<file path="src/cpst_pkg.sv">
package cpst_pkg;

   localparam int DEF_MAX_FFT_LENGTH = 2048;
   localparam int DEF_HISTORY_DEPTH  = 4096;
   localparam int DEF_SAMPLE_BITS    = 16;

   localparam int WORD_W   = 16;
   localparam int FFT_W    = 12;
   localparam int FREEZE_W = 32;
   localparam int POS_W    = 14;
   localparam int CSR_W    = 32;
   localparam int SUM_W    = 40;
   localparam int METRIC_W = 64;

   localparam logic [FFT_W-1:0]    RESET_FFT_LENGTH = FFT_W'(2048);
   localparam logic [FREEZE_W-1:0] RESET_FREEZE     = FREEZE_W'(100000);
   localparam logic [FFT_W-1:0]    MIN_FFT_LENGTH   = FFT_W'(128);

   // prefix lengths are 144/2048 and 160/2048 of the FFT size
   localparam int CPL_MUL  = 9;
   localparam int CPL0_MUL = 5;
   localparam int CPL_SH   = 7;
   localparam int CPL0_SH  = 6;

   localparam logic REG_FFT_LENGTH = 1'b0;
   localparam logic REG_FREEZE     = 1'b1;

   typedef struct packed {
      logic signed [WORD_W-1:0] q;
      logic signed [WORD_W-1:0] i;
   } word_type;

endpackage

</file>
<file path="src/cpst_front.sv">
module cpst_front #(
   parameter int SAMPLE_BITS = cpst_pkg::DEF_SAMPLE_BITS
) (
   input  logic                                clock,
   input  logic                                reset,
   input  logic                                req_push,
   output logic                                req_full,
   input  logic signed [cpst_pkg::WORD_W-1:0]  req_sample_i,
   input  logic signed [cpst_pkg::WORD_W-1:0]  req_sample_q,
   output logic                                word_valid,
   output cpst_pkg::word_type                  word_data,
   input  logic                                word_take
);
   localparam int SH = cpst_pkg::WORD_W - SAMPLE_BITS;

   cpst_pkg::word_type slot_ff [2];
   logic       wr_ff, wr_in, rd_ff, rd_in;
   logic [1:0] cnt_ff, cnt_in;
   logic       push_ok;
   cpst_pkg::word_type ext;

   // keep low SAMPLE_BITS bits as two's complement
   assign ext.i = $signed(req_sample_i <<< SH) >>> SH;
   assign ext.q = $signed(req_sample_q <<< SH) >>> SH;

   assign push_ok    = req_push && !req_full;
   assign req_full   = (cnt_ff == 2'd2);
   assign word_valid = (cnt_ff != 2'd0);
   assign word_data  = slot_ff[rd_ff];

   always_comb begin
      wr_in  = push_ok ? !wr_ff : wr_ff;
      rd_in  = word_take ? !rd_ff : rd_ff;
      cnt_in = cnt_ff + 2'(push_ok) - 2'(word_take);
   end

   always_ff @(posedge clock) begin
      if (push_ok) begin
         slot_ff[wr_ff] <= ext;
      end
      if (reset) begin
         wr_ff  <= 1'b0;
         rd_ff  <= 1'b0;
         cnt_ff <= 2'd0;
      end else begin
         wr_ff  <= wr_in;
         rd_ff  <= rd_in;
         cnt_ff <= cnt_in;
      end
   end

endmodule

</file>
<file path="config.mk">
export PLATFORM = sky130hd
export DESIGN_NAME = cpst_front
export DESIGN_NICKNAME = d
export VERILOG_FILES = /design/src/cpst_pkg.sv /design/src/cpst_front.sv
export SDC_FILE = /design/constraint.sdc
export NUM_CORES = 1
export LEC_CHECK = 0
export BUFFER_PORTS_ARGS = -buffer_cell sky130_fd_sc_hd__buf_4
export CAP_MARGIN = 25
export CORE_UTILIZATION = 55
export DETAILED_ROUTE_END_ITERATION = 12
export PLACE_DENSITY = 0.83
export SLEW_MARGIN = 20
export SYNTH_ARGS = -nofsm -noshare
export SYNTH_HDL_FRONTEND = slang
export SYNTH_SLANG_ARGS = --single-unit
</file>
<file path="constraint.sdc">
create_clock -name clock -period 5 [get_ports clock]
set_clock_uncertainty 0.05 [all_clocks]
set_input_delay 1 -clock clock [delete_from_list [all_inputs] [get_ports clock]]
set_output_delay 1 -clock clock [all_outputs]
set_load 0.02 [all_outputs]
</file>
# [Word level (Yosys, flattened, before mapping)]
# Memory sizes are Yosys's and may differ from the RTL's. A register that Yosys moved wholly into a read port is not among the register bits.
# Cells that the tools add are included.
[word_totals] ff_bits=4 ramBits=64 in_bits=36 out_inout_bits=34 elab_cells=16 mem_count=1
[op_classes] n_addsub=2 eq_ne=1 mux=4 reduce_logical=5
[mem_list] memory="slot_ff" words=2 word_bits=32 rd=1 rd_clocked_by_memory_dff=1 wr=1 line_no="cpst_front.sv:16" rtl="cpst_pkg::word_type slot_ff [2];"
[op_table] cell="2-to-1 mux 1 bit" count=4
[op_table] cell="zero test 1 bit" count=3
[op_table] cell="adder 2 x 1 -> 2 bit" count=1
[op_table] cell="equality test 2 bit (second input constant)" count=1
[op_table] cell="nonzero test 2 bit" count=1
[op_table] cell="subtractor 2 x 1 -> 2 bit" count=1
[op_table] cell="logical AND 1 bit" count=1

# [Depth between registers and ports, before layout]
[logic_depth] depth_word=5 ltp_mapped=8

# [Least setup slack after synthesis]
# No wires, ideal clock.
[synth_timing] path_kind="input to register" startpoint="input port req_push" endpoint="memory slot_ff[0][0] (netlist name) (enable)" arrival_time_ns=2.029 required_time_ns=4.563 slack_ns=2.534 stages=3 path_buffers=0 cell_sequence="inv_1 -> or3_1 -> inv_1"
[synth_between] elab_chain_len=3
[synth_rtl] item="start, declared" line_no="cpst_front.sv:6" rtl="input logic req_push,"
[synth_rtl] item="logical AND 1 bit" line_no="cpst_front.sv:26" rtl="assign push_ok = req_push && !req_full;"
[synth_rtl] item="2-to-1 mux 1 bit" line_no="cpst_front.sv:38" rtl="if (push_ok) begin"
[synth_rtl] item="2-to-1 mux 1 bit (implied by the code)" line_no="cpst_front.sv:39" rtl="slot_ff[wr_ff] <= ext;"
[synth_rtl] item="end, declared" line_no="cpst_front.sv:16"
# Every way passes these cells.

==> out/qor.txt <==
total core area - 0.00441 mm²
worst hold path type - reg -> reg
DRC - 0
DP HPWL - 2880 µm
via count - 1347
largest net degree at the start of global routing - 33
Area growth, synth to finish - 27.7%
vias per std cell - 5.22
CTS root buf - clkbuf_8
Top FF cell, synth - edfxtp_1
Die X - 70.1 µm
drt first pass iters - 4
Post-synth EDFFs - 64
CP Capture Type - primary output
chip height - 70.1 µm
Synth top area share - 0.754
grt total ovfl - 0
die area - 0.00491 mm²
min Tclk post-route - 2890 ps
ys async rst share - 0
CTS resizes - 0
final core occ - 0.737
highest clock rate - 0.346 GHz
Synth top cells by count - edfxtp_1, mux2_2, dfxtp_1
initial antenna violation count - 0
Mapped Cells - 125
CTS Buffer Depth - 2
maximum net fanout on the critical path - 24
startpoint types - flip-flop
routed wire length - 4240 µm
Global Route Usage Sum - 0.189
number of diodes - 0
peak supply drop - 0.308 mV
Initial Util - 0.577
critical path class - reg -> out
most frequent cell on the critical path - buf_4
RSZ-0062 raised after global routing - false
CTS tree - built
IO Pins - 70
clk_lat worst skew - 330 ps
headroom to the max-slew limit - 0.497
Syn Nets - 163
most frequent cell after synthesis - edfxtp_1
post-synthesis cell type count - 20
layout cell share with drive strength beyond 1 - 0.563
slowest cell on the critical path - dfxtp_1
dominant cells by area after synthesis - edfxtp_1, mux2_2, dfxtp_1, buf_6, ha_1
Synth Warn # - 0
RePlAce Congestion - 0.669
first-pass GRT wire length - 6620 µm
Final Hold Vio Count - 0
CTS Buf Count - 9
delay-heaviest family, CP - flip-flops
post-route setup TNS - 0 ps
Non-Filler Instances - 258
Buf/Inv on CP - 2
DR iter-0 viols - 113
status - complete, no violations
Tcrit/Tclk final - 0.578
syn avg cell area - 20.4 µm²
count of final setup violators - 0
vias in the first global route - 1389
number of port buffers - 69
clk slew on worst S/H paths - 60 ps
sequential area share after synthesis - 0.794
CTS Sinks - 69
worst-margin pin slew - 755 ps
post-synth top area cell - edfxtp_1
Total Nets Final - 241
Setup Fix Bufs, Post-CTS - 0
DRT antenna net count - 0
Pleak - 1.26 nW
hold buffers post-CTS - 0
max-cap viol count - 0
Clock H-tree levels - 3
placed instance count - 244
DR WL/cell - 16.4 µm
Pins Over Slew Limit - 0
WP data required - 3950 ps
synthesized area - 0.00255 mm²
Seq cells post-synth - 69
Core Rows - 24
WP data arrival - 1840 ps
CP max stage delay - 560 ps
Pwr Density - 436 mW/mm²
cell chain of the critical path - buf_4 -> mux2_2 -> buf_4
-- cell type report --
class / instances / area [µm²]
Fill cell: 286 / 1160
Multi-Input combinational cell: 48 / 472
Tap cell: 52 / 65.1
Inverter: 4 / 15.0
Clock inverter: 4 / 17.5
Clock buffer: 10 / 128
Timing Repair Buffer: 71 / 533
Sequential cell: 69 / 2020
-- placed cells by master, fill, tap and decap left out, types with 2 or more instances in the layout --
master and n:
xnor2_1 2, inv_1 3, mux2_1 2, dfxtp_1 5, clkinv_1 2, buf_4 71
clkbuf_8 9, ha_1 2, nor2_1 3, clkinv_2 2, mux2_2 30, edfxtp_1 64
-- worst min-delay path: cells and delay by family (launching register included) --
family / cells / cell delay, ps
AO/OA/AOI/OAI: 2 / 150
flip-flops: 1 / 320
-- layer usage --
metal | GRT usage | up-vias | share of wire
met5 | 0 | - | 0
met4 | 0.0978 | 0 | 0.021
met3 | 0.0909 | 10 | 0.072
met2 | 0.281 | 58 | 0.48
met1 | 0.230 | 644 | 0.42
li1 | - | 635 | -
-- state kept, by name, summed over array words and instances (netlist names), named ones only --
name     count
cnt_ff       2
wr_ff        1
slot_ff     64
rd_ff        1
-- logic make-up (layout without fill, tap and decap cells) --
| group | Yosys count | count (layout) | share of synthesized area |
|---|---|---|---|
| buf+inv | 8 | 89 | 0.0211 |
| xor+xnor | 3 | 3 | 0.0103 |
| compound gates | 2 | 2 | 0.00393 |
| fa+ha+maj | 2 | 2 | 0.00982 |
| mux | 32 | 32 | 0.141 |
| flops | 69 | 69 | 0.794 |
| simple gates | 9 | 9 | 0.0197 |
-- worst paths after layout --
path | startpoint | endpoint | slack (ps) | cells past startpoint
max | flip-flop | word_data[0] | 2110 | 3
min reg2reg | wr_ff | wr_ff | 460 | 2
max reg2reg | cnt_ff[0] | slot_ff[0][21] | 3070 | 5
min | wr_ff | wr_ff | 460 | 2
-- per-stage QoR --
step / hold slack [ps] / power [W] / instance area [µm²] / worst slack [ps]
2_1_floorplan: 401 / 0.000949 / 2550 / 2530
3_3_place_gp: 428 / 0.00107 / 3110 / 2480
3_5_place_dp: 448 / 0.00109 / 3110 / 2420
4_1_cts: 458 / 0.00143 / 3250 / 2060
5_1_grt: 505 / 0.00148 / 3250 / 2000
6_report: 464 / 0.00142 / 3250 / 2110
-- power breakdown --
| group | internal [W] | switching (W) |
|---|---|---|
| sequential | 0.000723 | 0.0000236 |
| clock | 0.000169 | 0.000180 |
| combinational | 0.000148 | 0.000176 |
| total | 0.00104 | 0.000380 |
Note: power is estimated with default switching activity, not from simulation.
